<file path="src/rtl/gcra_ram.sv">
module gcra_ram #(
    parameter int WIDTH = 8,
    parameter int DEPTH = 16
) (
    input  logic                     i_clk,
    input  logic                     i_we,
    input  logic [$clog2(DEPTH)-1:0] i_waddr,
    input  logic [WIDTH-1:0]         i_wdata,
    input  logic [$clog2(DEPTH)-1:0] i_raddr,
    output logic [WIDTH-1:0]         o_rdata
);

    logic [WIDTH-1:0] r_mem [DEPTH];
    logic [WIDTH-1:0] r_rdata;

    // Single write port, registered read port.
    always_ff @(posedge i_clk) begin
        if (i_we) begin
            r_mem[i_waddr] <= i_wdata;
        end
        r_rdata <= r_mem[i_raddr];
    end

    assign o_rdata = r_rdata;

endmodule

</file>
<file path="config.mk">
export PLATFORM = sky130hd
export DESIGN_NAME = gcra_ram
export DESIGN_NICKNAME = d
export VERILOG_FILES = /design/src/rtl/gcra_ram.sv
export SDC_FILE = /design/constraint.sdc
export NUM_CORES = 1
export LEC_CHECK = 0
export ABC_CLOCK_PERIOD_IN_PS = 2100
export BUFFER_PORTS_ARGS = -buffer_cell sky130_fd_sc_hd__buf_2
export CAP_MARGIN = 10
export CORE_AREA = 3 3 99 101
export DETAILED_ROUTE_END_ITERATION = 10
export DIE_AREA = 0 0 102 104
export GPL_TIMING_DRIVEN = 0
export PLACE_DENSITY = 0.74
export SYNTH_ARGS = -nofsm -noshare
export SYNTH_HDL_FRONTEND = slang
export SYNTH_SLANG_ARGS = --single-unit
export TNS_END_PERCENT = 10
</file>
<file path="constraint.sdc">
create_clock -name i_clk -period 2.1 [get_ports i_clk]
set_clock_uncertainty 0.1 [all_clocks]
set_input_delay 0.21 -clock i_clk [delete_from_list [all_inputs] [get_ports i_clk]]
set_output_delay 0.21 -clock i_clk [all_outputs]
set_load 0.02 [all_outputs]
</file>
==> results.md <==
- The area growth from synthesis to final layout is 15.8%.
- In this run, the clock network consumes a little over two fifths of the power.
- Summed over all layers, the global routing overflow is 0.
- The initial cell density of the core is a little under three fifths.
- Net switching is between 10% and 20% of the power.
- The root buffer cell is sky130_fd_sc_hd__clkbuf_8.
- The actual slew at the worst max-slew pin is around 1.1 ns.
- The area inside the core boundary is just over 9000 µm².
- The total power per unit cell area is around 1000 nW/µm².
- The violation count after the first detailed-routing iteration is approximately 260.
- The design area is approximately 6000 µm².
- The initial antenna violation count is 0.
- The clock slew at the register clock pins of the worst setup and hold paths is 0.06 ns.
- Once placement finished, the instance area stood at around 5400 µm².
- TritonCTS built the clock tree.
- In the layout the commonest cells are sky130_fd_sc_hd__edfxtp_1, sky130_fd_sc_hd__buf_2, sky130_fd_sc_hd__mux4_2.
- The initialized floorplan defines 35 standard-cell rows.
- After layout, the worst setup slack is about 0.57 ns.
- The die is 102 µm wide.
- The final setup violation count is 0.
- The required time of the worst setup path is 2.39 ns.
- In the routed layout, each cell is associated on average with a via count of 6.09.
- The relative slew slack is between 20% and 30%.
- The weighted congestion reported at the end of routability-driven placement is 0.718.
- For this block, the routed nets add up to 9.61 mm of wire.
- For this block, the via count after detailed routing is ~2400.
- The category of cells accounting for the largest share of critical-path delay is multiplexers.
- In this run the mean area of a mapped cell was ~22 µm².
- In the synthesized netlist, the number of instances is around 230.
- In this run the static leakage power is a little over 2 nW.
- Entering global routing, the biggest net connects 17 pins.
- The cell area that synthesis handed to floorplanning was slightly above 5000 µm².
- The cell depth of the worst hold path is 1.
- The maximum ir drop on the vdd rail is roughly 0.73 mV.
- Timing analysis after detailed placement gives a worst setup slack of -0.350 ns.
- Before antenna repair, the detailed router went through 5 iterations.
- The worst reg2reg path startpoint is r_mem[6][1].
- The die area is between 10000 and 15000 µm².
- The worst min-delay path category is in2reg.
- The flow ran to the end, and the final reports show no timing, DRC or antenna violations.
- The endpoint class of the critical path is a flip-flop.
- The register bit total from synthesis is approximately 140.
- The combined buffer and inverter count along the critical path is 0.
- The most frequent standard cell in the layout excluding fill and tap cells is sky130_fd_sc_hd__edfxtp_1.
- The net count of the finished layout is ~300.
- The proportion of power drawn by combinational gates is ~5.2%.
- Setup repair after global routing left no endpoint under its margin.
- The total CTS buffers is 17.
- The final number of hold-violating endpoints is 0.
- Input and output buffers added on the ports amount to 24.
- The worst register-to-register path has a depth of 3.
- The delay of the slowest critical-path stage is 0.56 ns.
- The highest attainable clock frequency is ~650 MHz.
- The net switching power is roughly 1.2 mW.
- The floorplan step set the die height to 104 µm.
- The detailed placement HPWL is between 5 and 6 mm.
- The worst setup path is launched from a flip-flop.
- The DRC violations left is 0.
- The CTS H-tree depth is 4.
- In the global route stage, overall resource usage came out at about a fifth.
- The net count after synthesis is 247.
- For the worst-skew pair, the clock arrives at the later sink with an insertion delay of between 0.5 and 0.6 ns.
- The final critical path takes up 72.8% of the cycle.
- In this run the remaining antenna-violating nets after routing total 0.
- For this run, the register share of the synthesized area comes to 77.8%.
- The time the final worst path needs with I/O delays and setup is about 1.5 ns.
- Dividing the detail-routed wire length by the instance count gives 24.0 µm.
- The sequential share of power is between 50% and 60%.
- The max-slew violation total from the final report is 0.
- The CTS sink count is 136.
- The max capacitance violation total is 0.
- On the critical path, the stage with the largest delay is an instance of sky130_fd_sc_hd__mux4_1.
- The number of logic stages on the critical path including buffering is 3.
- After synthesis, the netlist uses 19 different library cells.
- The critical path launch point is r_mem[6][1].
- In this run the count of I/O pins placed on the die edge is 26.
- Along the worst path, the maximum fanout reaches 1.
- The number of diodes is 0.
- The setup path with the least slack is of type reg2reg.
- The post-route netlist has 27.3% of its cells at a drive strength greater than 1.
- The number of filler cells placed in the layout is 600.
- The critical hold path startpoint is i_wdata[5].
- The warning count from the yosys run is 0.
- The deepest clock path buffer count is 2.
- The wire length of the first global-routing pass is 14.3 mm.
- The endpoint arrival time on the critical path is between 1.5 and 2 ns.
- The number of global-route vias before repair was approximately 2400.
- The critical path goes through mux4_1, a22oi_1, nand2_1.
- The internal portion of total power is 4.77 mW.
sequential cells by signal (all words and copies together) (netlist names):
signal   flops
r_mem      128
o_rdata      8
cell usage after synthesis:
| cell type | count | area share (%) |
|---|---|---|
| sky130_fd_sc_hd__nor2b_1 | 1 | 0.12 |
| sky130_fd_sc_hd__or3b_2 | 1 | 0.17 |
| sky130_fd_sc_hd__buf_4 | 1 | 0.15 |
| sky130_fd_sc_hd__clkdlybuf4s25_2 | 3 | 0.58 |
| sky130_fd_sc_hd__buf_2 | 3 | 0.29 |
| sky130_fd_sc_hd__mux4_2 | 18 | 7.9 |
| sky130_fd_sc_hd__edfxtp_1 | 128 | 75 |
| sky130_fd_sc_hd__nor3_1 | 4 | 0.39 |
| sky130_fd_sc_hd__mux4_1 | 14 | 7.1 |
| sky130_fd_sc_hd__nand2b_1 | 2 | 0.24 |
| sky130_fd_sc_hd__buf_6 | 3 | 0.66 |
| sky130_fd_sc_hd__dfxtp_1 | 8 | 3.1 |
| sky130_fd_sc_hd__and2b_1 | 1 | 0.15 |
| sky130_fd_sc_hd__nand2_1 | 9 | 0.66 |
| sky130_fd_sc_hd__nand3b_1 | 2 | 0.29 |
| sky130_fd_sc_hd__and2_1 | 1 | 0.12 |
| sky130_fd_sc_hd__nand3_1 | 1 | 0.097 |
| sky130_fd_sc_hd__a22oi_1 | 16 | 2.3 |
| sky130_fd_sc_hd__nor2_1 | 13 | 0.95 |
per-layer routing:
layer,up-vias,share of wire [%],GRT usage [%]
met5,-,0,0
met4,0,1.2,6.65
met3,12,6.8,5.16
met2,112,50,28.5
met1,1241,42,29.0
li1,1070,-,-
final cells by class:
class / instances / area [µm²] / area share, %
Tap cell: 111 / 139 / 2.33
Multi-Input combinational cell: 83 / 1060 / 17.7
Buffer: 10 / 86.3 / 1.45
Clock buffer: 30 / 513 / 8.60
Clock inverter: 2 / 12.5 / 0.210
Timing Repair Buffer: 28 / 150 / 2.52
Sequential cell: 136 / 4000 / 67.2
worst reg2reg max path: stages, from the launching register on:
cell	delay, ns
sky130_fd_sc_hd__edfxtp_1	0.38
sky130_fd_sc_hd__mux4_1	0.56
sky130_fd_sc_hd__a22oi_1	0.29
sky130_fd_sc_hd__nand2_1	0.08
per-stage QoR:
| stage | hold slack, ns | power (mW) | setup TNS, ns | utilization, % | cells |
|---|---|---|---|---|---|
| final | 0.0159 | 5.94 | 0 | 65.5 | 400 |
| after global routing | 0.00855 | 6.13 | 0 | 65.5 | 400 |
| after CTS | 0.00492 | 5.97 | 0 | 65.3 | 398 |
| after detailed placement | 0.518 | 3.41 | -3.44 | 59.4 | 364 |
| after global placement | 0.504 | 3.40 | -2.01 | 59.4 | 364 |
| after floorplan | 0.209 | 3.28 | 0 | - | 229 |
worst paths after layout:
check                                   end  slack, ns
worst min-delay path            r_mem[6][5]       0.02
worst max register to register   o_rdata[1]       0.57
worst min register to register   o_rdata[1]       0.58
worst max-delay path             o_rdata[1]       0.57
power by group through the flow:
stage,sequential [mW],combinational [mW],clock (mW)
CTS,3.05,0.312,2.60
detailed placement,3.10,0.306,0
global route,3.05,0.334,2.74
global placement,3.10,0.297,0
floorplan,3.13,0.154,0
finish,3.05,0.309,2.58
repair_timing:
item | CTS | global route
resized for setup | 0 | 0
setup buffers | 0 | 0
hold buffers | 2 | 0
hold endpoints to repair | 32 | 0
kinds of logic (layout without fill, tap and decap cells):
kind of cell | count (synthesis) | after routing | share of synthesized area (%)
mux | 32 | 32 | 15.0
simple gates | 35 | 35 | 3.18
flops | 136 | 136 | 77.8
compound gates | 16 | 16 | 2.33
buf+inv | 10 | 70 | 1.68
Note: power is estimated with default switching activity, not from simulation.
