File: src/rtl/gcra_pkg.sv
package gcra_pkg;

    // Table geometry.
    localparam int SLOTS    = 64;
    localparam int SLOT_W   = $clog2(SLOTS);
    localparam int COUNT_W  = SLOT_W + 1;

    // Field widths.
    localparam int ID_W     = 7;
    localparam int BYTES_W  = 32;
    localparam int SIZE_W   = 48;
    localparam int OBJS_W   = 32;
    localparam int KIND_W   = 3;
    localparam int MULT_W   = 11;
    localparam int PROD_W   = BYTES_W + MULT_W;
    localparam int CFG_IDX_W  = 2;
    localparam int CFG_DATA_W = 32;

    // Saturation limits.
    localparam logic [SIZE_W-1:0] SAT_SIZE = {SIZE_W{1'b1}};
    localparam logic [OBJS_W-1:0] SAT_OBJS = {OBJS_W{1'b1}};

    // Configuration register indexes.
    localparam logic [CFG_IDX_W-1:0] CFG_YOUNG_BYTES = 2'd0;
    localparam logic [CFG_IDX_W-1:0] CFG_OLD_MULT    = 2'd1;

    // Configuration reset values.
    localparam logic [BYTES_W-1:0] YOUNG_BYTES_RST = 32'd1048576;
    localparam logic [MULT_W-1:0]  OLD_MULT_RST    = 11'd8;

    // Operation codes.
    localparam logic [1:0] OP_ALLOC    = 2'd0;
    localparam logic [1:0] OP_RELEASE  = 2'd1;
    localparam logic [1:0] OP_REASSIGN = 2'd2;

    // Status codes.
    localparam logic [1:0] ST_OK      = 2'd0;
    localparam logic [1:0] ST_FULL    = 2'd1;
    localparam logic [1:0] ST_UNKNOWN = 2'd2;

    // Region kinds that own a current region.
    localparam logic [KIND_W-1:0] KIND_EDEN     = 3'd0;
    localparam logic [KIND_W-1:0] KIND_SURVIVOR = 3'd1;
    localparam logic [KIND_W-1:0] KIND_OLD      = 3'd2;
    localparam logic [KIND_W-1:0] KIND_CURRENT_LIMIT = 3'd3;

    typedef struct packed {
        logic [1:0]         opcode;
        logic [KIND_W-1:0]  region_kind;
        logic [ID_W-1:0]    region_id;
        logic [BYTES_W-1:0] object_bytes;
    } t_req;

    typedef struct packed {
        logic [ID_W-1:0]   assigned_region;
        logic [1:0]        status;
        logic [SIZE_W-1:0] used_bytes_after;
        logic [OBJS_W-1:0] live_objects_after;
    } t_rsp;

    typedef struct packed {
        logic [BYTES_W-1:0] young_bytes;
        logic [MULT_W-1:0]  old_mult;
    } t_cfg;

    // One region record as held in the slot memory.
    typedef struct packed {
        logic [KIND_W-1:0] kind;
        logic [SIZE_W-1:0] cap;
        logic [SIZE_W-1:0] used;
        logic [SIZE_W-1:0] live;
        logic [OBJS_W-1:0] objs;
    } t_slot;

    localparam int SLOT_BITS = $bits(t_slot);

endpackage

File: src/rtl/gcra_cfg.sv
module gcra_cfg (
    input  logic                              i_clk,
    input  logic                              i_rst_n,
    input  logic                              i_cfg_we,
    input  logic [gcra_pkg::CFG_IDX_W-1:0]    i_cfg_idx,
    input  logic [gcra_pkg::CFG_DATA_W-1:0]   i_cfg_data,
    output gcra_pkg::t_cfg                    o_cfg
);

    gcra_pkg::t_cfg r_cfg;

    // Register file; writes to indexes beyond the list are dropped.
    always_ff @(posedge i_clk) begin
        if (!i_rst_n) begin
            r_cfg.young_bytes <= gcra_pkg::YOUNG_BYTES_RST;
            r_cfg.old_mult    <= gcra_pkg::OLD_MULT_RST;
        end else if (i_cfg_we) begin
            unique case (i_cfg_idx)
                gcra_pkg::CFG_YOUNG_BYTES: r_cfg.young_bytes <= i_cfg_data;
                gcra_pkg::CFG_OLD_MULT:
                    r_cfg.old_mult <= i_cfg_data[gcra_pkg::MULT_W-1:0];
                default: ;
            endcase
        end
    end

    assign o_cfg = r_cfg;

endmodule

File: config.mk
export PLATFORM = sky130hd
export DESIGN_NAME = gcra_cfg
export DESIGN_NICKNAME = d
export VERILOG_FILES = /design/src/rtl/gcra_pkg.sv /design/src/rtl/gcra_cfg.sv
export SDC_FILE = /design/constraint.sdc
export NUM_CORES = 1
export LEC_CHECK = 0
export BUFFER_PORTS_ARGS = -buffer_cell sky130_fd_sc_hd__buf_2
export CAP_MARGIN = 20
export CORE_MARGIN = 5
export CORE_UTILIZATION = 49
export DETAILED_ROUTE_END_ITERATION = 8
export HOLD_SLACK_MARGIN = 0.12
export PLACE_DENSITY_LB_ADDON = 0.15
export SYNTH_ARGS = -nofsm -noshare
export SYNTH_HDL_FRONTEND = slang
export SYNTH_SLANG_ARGS = --single-unit
File: constraint.sdc
create_clock -name i_clk -period 1.8 [get_ports i_clk]
set_clock_uncertainty 0.05 [all_clocks]
set_input_delay 0.36 -clock i_clk [delete_from_list [all_inputs] [get_ports i_clk]]
set_output_delay 0.36 -clock i_clk [all_outputs]
set_load 0.005 [all_outputs]
==> impl_metrics.tcl, run 1 <==
set metrics [dict create \
    via_count 1388 \
    grtUsageTotal_pct 15.11 \
    layout-drive-gt1-share_pct 36.33 \
    detail_route.iter0.violations 66 \
    resized_cells_post_cts 0 \
    worstSkewPairLatency_ns 0.34 \
    synthesis.area_um2 1724 \
    final_net_count 292 \
    outcome "completed" \
    die_h_um 69.32 \
    placedInstanceArea_um2 2128 \
    preCtsSetupSlack_ns 0.4471 \
    power.ir.vdd_worst_mv 0.4982 \
    min_delay_path_depth 3 \
    cts_setup_buffers 0 \
    largest_register_ff_count 43 \
    synth_fp_nets 214 \
    leading_cell_types_in_the_layout_fill_and_taps_excluded "sky130_fd_sc_hd__buf_2 (79), sky130_fd_sc_hd__nand2_1 (72), sky130_fd_sc_hd__dfxtp_1 (43)" \
    power-per-cell-area_nw_per_um2 823.3 \
    worstReg2RegEnd "o_cfg[3]$_SDFFE_PN1P_" \
    dieArea_um2 4805 \
    worstReg2RegStart "o_cfg[3]$_SDFFE_PN1P_" \
    ctsHtreeMaxLevel 2 \
    post-route-period-util_pct 69.54 \
    setup.reg_to_reg.worst_slack_ns 1.08 \
    antenna-diode-count 0 \
    final_common_cell "sky130_fd_sc_hd__buf_2" \
    grt_pass1_wl_um 6009 \
    holdBufCountCts 0 \
    initial_utilization_pct 51.26 \
    setup.worst_path.end_class "output port" \
    arrival_ns 0.84 \
    grt_overflow_total 0 \
    num_rows 21 \
    top_level_ports 80 \
    grt_antenna_before_repair 0 \
    synth_sequential_area_ratio_pct 49.93 \
    clock_tree.buffer_depth 2 \
    timing.max_cap.violations 0 \
    wire_per_inst_um 11.76 \
    routed_wirelength_um 3551 \
    worst_path_max_delay_cell "sky130_fd_sc_hd__dfxtp_1" \
    critPathMaxStageDelay_ns 0.37 \
    setup_slack_after_layout_ns 0.5483 \
    cp_cell_sequence "buf_2" \
    final_max_slew_viol_count 0 \
    path_class "register to output port" \
    period_minus_slack_ns 1.252 \
    post_route_utilization_pct 65.85 \
    io_port_bufs 79 \
    cts.sinks 43 \
    cp.buffers_inverters 1 \
    timing.hold.worst.class "input pin to register" \
    tightestPinTransition_ns 0.3960 \
    post-route-cell-area_um2 2215 \
    gp_routability_congestion 0.6755 \
    grt_setup_unrepaired "false" \
    synthDistinctLibCells 15 \
    cts_root_buf "sky130_fd_sc_hd__clkbuf_4" \
    crit_path_max_fanout 2 \
    crit_path_end "o_cfg[9]" \
    cts.reportedPaths.clkPinSlew_ns 0.13 \
    leakage_power_uw 0.001115 \
    worst_setup_path_start_kind "register" \
    remaining_drc_errors 0 \
    tritoncts "built" \
    timing.final.hold_violations 0 \
    mean_syn_cell_area_um2 9.741 \
    ff2ff_path_depth 1 \
    critical_path.startpoint "o_cfg[9]$_SDFFE_PN0P_" \
    cp.depth 1 \
    antenna_left 0 \
    max_freq_mhz 798.9 \
    timing.slew.headroom_pct 73.60 \
    number_of_global_route_vias_before_repair 1351 \
    inserted_clock_buffers 5 \
    pin_count_of_the_biggest_net_entering_global_routing 41 \
    floorplan.die.width_um 69.32 \
    timing.critical_path.max_delay_family "flip-flops" \
    finalPower_uw 1823 \
    detailedRoute.firstPassIterationCount 4 \
    dp_hpwl_um 2625 \
    yosys_warnings 0 \
    vias_per_cell 4.596 \
    area.growth.synth_to_final_pct 28.45 \
    coreArea_um2 3363 \
    setup-violations-final 0 \
    fin_tns_setup_ns 0 \
    post_synth_inst_count 177 \
    worst_ep_required_time_ns 1.39 \
    seq_cells_post_synth 43 \
]
where the power goes:
group          internal [µW]  total [µW]  switching (µW)  leakage (µW)
Sequential               986        1000            15.6      0.000350
Clock                    328         627             299     0.0000482
Combinational           99.3         195            95.4      0.000717
cell usage after synthesis:
| master | n | area (µm²) |
|---|---|---|
| sky130_fd_sc_hd__nand2_1 | 72 | 270.3 |
| sky130_fd_sc_hd__dfxtp_1 | 43 | 860.8 |
| sky130_fd_sc_hd__mux2i_1 | 41 | 410.4 |
| sky130_fd_sc_hd__buf_2 | 7 | 35.03 |
| sky130_fd_sc_hd__buf_12 | 3 | 60.06 |
| sky130_fd_sc_hd__inv_1 | 2 | 7.510 |
| sky130_fd_sc_hd__a211o_1 | 1 | 8.760 |
| sky130_fd_sc_hd__and4b_1 | 1 | 10.01 |
| sky130_fd_sc_hd__buf_4 | 1 | 7.510 |
| sky130_fd_sc_hd__buf_6 | 1 | 11.26 |
| sky130_fd_sc_hd__clkbuf_1 | 1 | 3.750 |
| sky130_fd_sc_hd__nand3b_1 | 1 | 7.510 |
| sky130_fd_sc_hd__nor3b_2 | 1 | 12.51 |
| sky130_fd_sc_hd__o211ai_1 | 1 | 7.510 |
| sky130_fd_sc_hd__or4bb_1 | 1 | 11.26 |
final cells by class:
cell class | count | area [µm²]
Clock buffer | 6 | 51.30
Clock inverter | 2 | 35.03
Fill cell | 325 | 1149
Inverter | 2 | 7.507
Multi-Input combinational cell | 119 | 744.5
Sequential cell | 43 | 860.8
Tap cell | 46 | 57.56
Timing Repair Buffer | 84 | 457.9
through the flow:
step,hold WS (ns),cells
2_1_floorplan,0.4011,177
5_1_grt,0.1639,302
3_3_place_gp,0.3895,294
6_report,0.1852,302
4_1_cts,0.1677,302
3_5_place_dp,0.3945,294
per-layer routing:
layer | global-route usage, % | vias to the layer above | wire, µm
met4 | 4.555 | 0 | 19
met3 | 7.101 | 2 | 346
li1 | - | 730 | -
met5 | 0 | - | 0
met1 | 16.82 | 604 | 1508
met2 | 25.53 | 52 | 1677
how the worst min path moves through the flow:
stage                           start                endpoint  slack (ns)
3_5_place_dp   o_cfg[42]$_SDFFE_PN0P_  o_cfg[42]$_SDFFE_PN0P_        0.39
4_1_cts                i_cfg_data[15]  o_cfg[26]$_SDFFE_PN0P_        0.17
5_1_grt                i_cfg_data[13]  o_cfg[24]$_SDFFE_PN0P_        0.16
3_3_place_gp   o_cfg[34]$_SDFFE_PN0P_  o_cfg[34]$_SDFFE_PN0P_        0.39
2_1_floorplan  o_cfg[11]$_SDFFE_PN0P_  o_cfg[11]$_SDFFE_PN0P_        0.40
6_report               i_cfg_data[15]  o_cfg[26]$_SDFFE_PN0P_        0.19
cell families after synthesis:
kind of cell / count (synthesis) / share of synthesized area (%)
DFF: 43 / 49.93
and+or+nand+nor: 76 / 18.07
buffers and inverters: 15 / 7.257
muxes: 41 / 23.80
AOI/OAI and AO/OA: 2 / 0.9437
worst min-delay path: cells and delay by family:
kind / cells / cell delay, ns
multiplexers: 1 / 0.05
buffers and inverters: 1 / 0.09
AND/OR/NAND/NOR: 1 / 0.04
No activity file was read; power rests on OpenSTA's default activity.
==> run 2, diff against run 1 <==
- CORE_UTILIZATION: 49 -> 41
- clock period: 1.8 -> 1.1 ns (I/O delays scaled with it)
==> run 2 against run 1 <==
Effect of this change:
- routed wire length increased by 10%
- die area rose by 17%
- core utilization down 5.2 points
- global-route usage fell by 0.72 points
- sequential share of layout area shrank 3.6 points
- sequential power rose by 64%
- non-clock buffer count up 21
- design area rose by 10%
- largest power group unchanged
- highest routed layer unchanged
==> impl_metrics.tcl, run 2 (same netlist as run 1, synthesis figures left out) <==
set metrics [dict create \
    post-route-cell-area_um2 2442 \
    holdBufCountCts 17 \
    critPathMaxStageDelay_ns 0.35 \
    power-per-cell-area_nw_per_um2 1312 \
    number_of_global_route_vias_before_repair 1391 \
    via_count 1494 \
    worst_path_max_delay_cell "sky130_fd_sc_hd__dfxtp_1" \
    arrival_ns 0.77 \
    cp.buffers_inverters 1 \
    dieArea_um2 5602 \
    period_minus_slack_ns 1.039 \
    resized_cells_post_cts 0 \
    num_rows 23 \
    cts_setup_buffers 0 \
    initial_utilization_pct 42.80 \
    grt_use_met1_pct 17.92 \
    io_port_bufs 79 \
    gp_routability_congestion 0.7279 \
    inserted_clock_buffers 5 \
    cts_root_buf "sky130_fd_sc_hd__clkbuf_8" \
    layout-drive-gt1-share_pct 34.42 \
    top_level_ports 80 \
    tritoncts "built" \
    p_sw_uw 717.4 \
    cp_cell_sequence "buf_2" \
    antenna_left 0 \
    grtUsageTotal_pct 14.38 \
    timing.slew.headroom_pct 83.10 \
    crit_path_max_fanout 2 \
    wire_per_inst_um 12.03 \
    leading_cell_types_in_the_layout_fill_and_taps_excluded "sky130_fd_sc_hd__buf_2 (79), sky130_fd_sc_hd__nand2_1 (72), sky130_fd_sc_hd__dfxtp_1 (43)" \
    cts.reportedPaths.clkPinSlew_ns 0.08 \
    groute.layer.met3.usage_pct 6.409 \
    timing.critical_path.max_delay_family "flip-flops" \
    grt.busiest_layer "met2" \
    setup.worst_path.end_class "output port" \
    final_max_slew_viol_count 0 \
    vias_per_cell 4.583 \
    seqPwrFrac_pct 51.1 \
    routed_wirelength_um 3923 \
    dp_hpwl_um 2766 \
    leakage_power_uw 0.001208 \
    path_class "register to output port" \
    placedInstanceArea_um2 2156 \
    fin_tns_setup_ns 0 \
    grt_overflow_total 0 \
    remaining_drc_errors 0 \
    floorplan.die.width_um 74.85 \
    detail_route.iter0.violations 83 \
    tightestPinTransition_ns 0.2535 \
    power.ir.vdd_worst_mv 0.7538 \
    pin_count_of_the_biggest_net_entering_global_routing 27 \
    ctsHtreeMaxLevel 2 \
    max_freq_mhz 962.3 \
    post-route-period-util_pct 94.47 \
    grt_setup_unrepaired "false" \
    antenna-diode-count 0 \
    detailedRoute.firstPassIterationCount 5 \
    die_h_um 74.85 \
    area.growth.synth_to_final_pct 41.65 \
    timing.max_cap.violations 0 \
    outcome "completed" \
    worst_ep_required_time_ns 0.83 \
    worstSkewPairLatency_ns 0.29 \
    timing.hold.worst.class "input pin to register" \
    share_comb_of_total_power_pct 11.9 \
    switching_share_pct 22.39 \
    coreArea_um2 4029 \
    clockPowerShare_pct 37.0 \
    worst_setup_path_start_kind "register" \
    cts.sinks 43 \
    grt_antenna_before_repair 0 \
    timing.final.hold_violations 0 \
    grt_pass1_wl_um 6092 \
    power_report.internal_total_uw 2487 \
    final_net_count 313 \
    setup-violations-final 0 \
    hold_ws_ns 0.1205 \
    clock_tree.buffer_depth 2 \
    final_common_cell "sky130_fd_sc_hd__buf_2" \
    global_route.usage.met2_pct 21.66 \
    largest_register_ff_count 43 \
]
## run 2: power by group through the flow
stage | Clock, µW | Combinational [µW] | Sequential, µW
detailed placement | 0 | 334 | 1670
CTS | 1230 | 382 | 1640
global placement | 0 | 331 | 1680
finish | 1190 | 381 | 1640
floorplan | 0 | 177 | 1680
global route | 1300 | 422 | 1640
## run 2: final timing paths
check	start	to	slack, ns	cells past startpoint
worst max-delay path	o_cfg[10]$_SDFFE_PN0P_	o_cfg[10]	0.06	1
worst min-delay path	i_cfg_data[29]	o_cfg[40]$_SDFFE_PN0P_	0.12	3
worst max register to register	o_cfg[3]$_SDFFE_PN1P_	o_cfg[3]$_SDFFE_PN1P_	0.39	1
worst min register to register	o_cfg[32]$_SDFFE_PN0P_	o_cfg[32]$_SDFFE_PN0P_	0.41	2
## run 2: final cells by class
class | instances | area, µm²
Inverter | 2 | 7.507
Clock buffer | 5 | 68.82
Multi-Input combinational cell | 119 | 744.5
Fill cell | 363 | 1587
Clock inverter | 2 | 37.54
Timing Repair Buffer | 105 | 660.6
Tap cell | 50 | 62.56
Sequential cell | 43 | 860.8
## run 2: metal layers
layer	share of wire [%]	wire, µm	vias up
met3	9.6	376	8
met2	44	1741	58
met5	0	0	-
met4	1.7	68	0
met1	44	1737	656
li1	-	-	772
## run 2: through the flow
stage | util, % | total power (µW) | setup WS [ns] | cells
2_1_floorplan | - | 1857 | 0.1327 | 177
3_3_place_gp | 53.51 | 2007 | -0.06126 | 301
3_5_place_dp | 53.51 | 2008 | -0.1018 | 301
4_1_cts | 60.37 | 3248 | 0.05121 | 325
5_1_grt | 60.62 | 3371 | 0.001802 | 326
6_report | 60.62 | 3204 | 0.06080 | 326
==> run 3, diff against run 2 <==
- CORE_UTILIZATION: 41 -> 35
==> run 3 against run 2 <==
Effect of this change:
- worst hold slack improved by 0.0057 ns
- core utilization decreased by 12 points
- flip-flop and latch count unchanged
- sequential power about the same
- first-iteration DRC count decreased by 61%
- global-route usage decreased by 1.9 points
- die area increased by 15%
- combinational power decreased by 9.7%
- register-to-register slack about the same
- clock power decreased by 24%
==> impl_metrics.tcl, run 3 (same netlist as run 1, synthesis figures left out) <==
set metrics [dict create \
    resized_cells_post_cts 0 \
    grt_overflow_total 0 \
    path_class "register to output port" \
    crit_path_max_fanout 2 \
    max_freq_mhz 981.8 \
    layout-drive-gt1-share_pct 35.27 \
    vias_per_cell 4.274 \
    gp_routability_congestion 0.7036 \
    grt_antenna_before_repair 0 \
    routed_wirelength_um 3886 \
    arrival_ns 0.75 \
    multiInputGateArea_um2 744.5 \
    detailedRoute.firstPassIterationCount 2 \
    initial_utilization_pct 36.26 \
    timing.final.hold_violations 0 \
    largest_register_ff_count 43 \
    power.ir.vdd_worst_mv 0.5940 \
    coreArea_um2 4755 \
    floorplan.die.width_um 80.19 \
    period_minus_slack_ns 1.019 \
    inserted_clock_buffers 5 \
    ff2ff_path_depth 1 \
    worst_setup_path_start_kind "register" \
    clock_tree.buffer_depth 2 \
    post_layout_nonfiller_instances 325 \
    detail_route.iter0.violations 32 \
    min_delay_path_depth 3 \
    holdBufCountCts 1 \
    tritoncts "built" \
    grt_setup_unrepaired "false" \
    timing.slew.headroom_pct 85.50 \
    placed_cells 316 \
    number_of_fill_cells 492 \
    worst_path_max_delay_cell "sky130_fd_sc_hd__dfxtp_1" \
    critPathMaxStageDelay_ns 0.35 \
    final_max_slew_viol_count 0 \
    cp_cell_sequence "buf_2" \
    power-per-cell-area_nw_per_um2 1259 \
    wire_per_inst_um 11.96 \
    remaining_drc_errors 0 \
    dieArea_um2 6430 \
    top_level_ports 80 \
    grt_pass1_wl_um 6279 \
    pin_count_of_the_biggest_net_entering_global_routing 33 \
    timing.critical_path.max_delay_family "flip-flops" \
    setup-violations-final 0 \
    fin_tns_setup_ns 0 \
    ctsHtreeMaxLevel 2 \
    cts.reportedPaths.clkPinSlew_ns 0.07 \
    via_count 1389 \
    grtUsageTotal_pct 12.50 \
    finalPower_uw 2882 \
    hold_ws_ns 0.1263 \
    final_net_count 296 \
    timing.hold.worst.class "input pin to register" \
    cts.sinks 43 \
    leakage_power_uw 0.001130 \
    num_rows 25 \
    tightestPinTransition_ns 0.2173 \
    antenna_left 0 \
    timing.max_cap.violations 0 \
    number_of_global_route_vias_before_repair 1360 \
    antenna-diode-count 0 \
    io_port_bufs 79 \
    worst_ep_required_time_ns 0.83 \
    area.growth.synth_to_final_pct 32.80 \
    post-route-period-util_pct 92.60 \
    cts_root_buf "sky130_fd_sc_hd__clkbuf_8" \
    setup.worst_path.end_class "output port" \
    leading_cell_types_in_the_layout_fill_and_taps_excluded "sky130_fd_sc_hd__buf_2 (79), sky130_fd_sc_hd__nand2_1 (72), sky130_fd_sc_hd__dfxtp_1 (43)" \
    worstSkewPairLatency_ns 0.28 \
    final_common_cell "sky130_fd_sc_hd__buf_2" \
    cp.buffers_inverters 1 \
    layout.area.seq_um2 860.8 \
    die_h_um 80.19 \
    cp.depth 1 \
    dp_hpwl_um 2873 \
    outcome "completed" \
    cts_setup_buffers 0 \
]
-- run 3: changes by cell type in the layout (fill, tap and decap cells not counted) --
cell,change
sky130_fd_sc_hd__buf_12,+2
sky130_fd_sc_hd__bufinv_16,-1
sky130_fd_sc_hd__clkbuf_1,+1
sky130_fd_sc_hd__clkinvlp_4,-1
sky130_fd_sc_hd__buf_4,-4
sky130_fd_sc_hd__dlygate4sd3_1,-15
-- run 3: path summary, 6_finish.rpt --
check                    startpoint                endpoint  slack, ns
max          o_cfg[30]$_SDFFE_PN0P_               o_cfg[30]       0.08
min reg2reg  o_cfg[39]$_SDFFE_PN0P_  o_cfg[39]$_SDFFE_PN0P_       0.40
max reg2reg   o_cfg[3]$_SDFFE_PN1P_   o_cfg[3]$_SDFFE_PN1P_       0.39
min                  i_cfg_data[18]  o_cfg[29]$_SDFFE_PN0P_       0.13
-- run 3: power breakdown --
part           switching, µW  internal [µW]
logic                    163            182
clock network            475            423
registers               26.6           1610
total                    665           2220
-- run 3: per-stage QoR --
step / worst slack [ns] / instance area (µm²) / utilization, %
after floorplan: 0.1327 / 1724 / -
after global placement: -0.07372 / 2187 / 46.00
after detailed placement: -0.1089 / 2187 / 46.00
after CTS: 0.06006 / 2270 / 47.74
after global routing: 0.01327 / 2290 / 48.16
final: 0.08143 / 2290 / 48.16
-- run 3: final cells by class --
| class | count | share of cell area (%) |
|---|---|---|
| Sequential cell | 43 | 37.60 |
| Multi-Input combinational cell | 119 | 32.51 |
| Timing Repair Buffer | 88 | 22.73 |
| Tap cell | 67 | 3.661 |
| Clock buffer | 6 | 3.169 |
| Inverter | 2 | 0.3279 |
-- run 3: metal layers --
layer	GRT usage, %	vias up	part of all wire, %
met5	0	-	0
met4	3.547	0	1.1
met3	4.933	6	8.4
met2	19.29	47	46
met1	16.10	599	45
li1	-	737	-
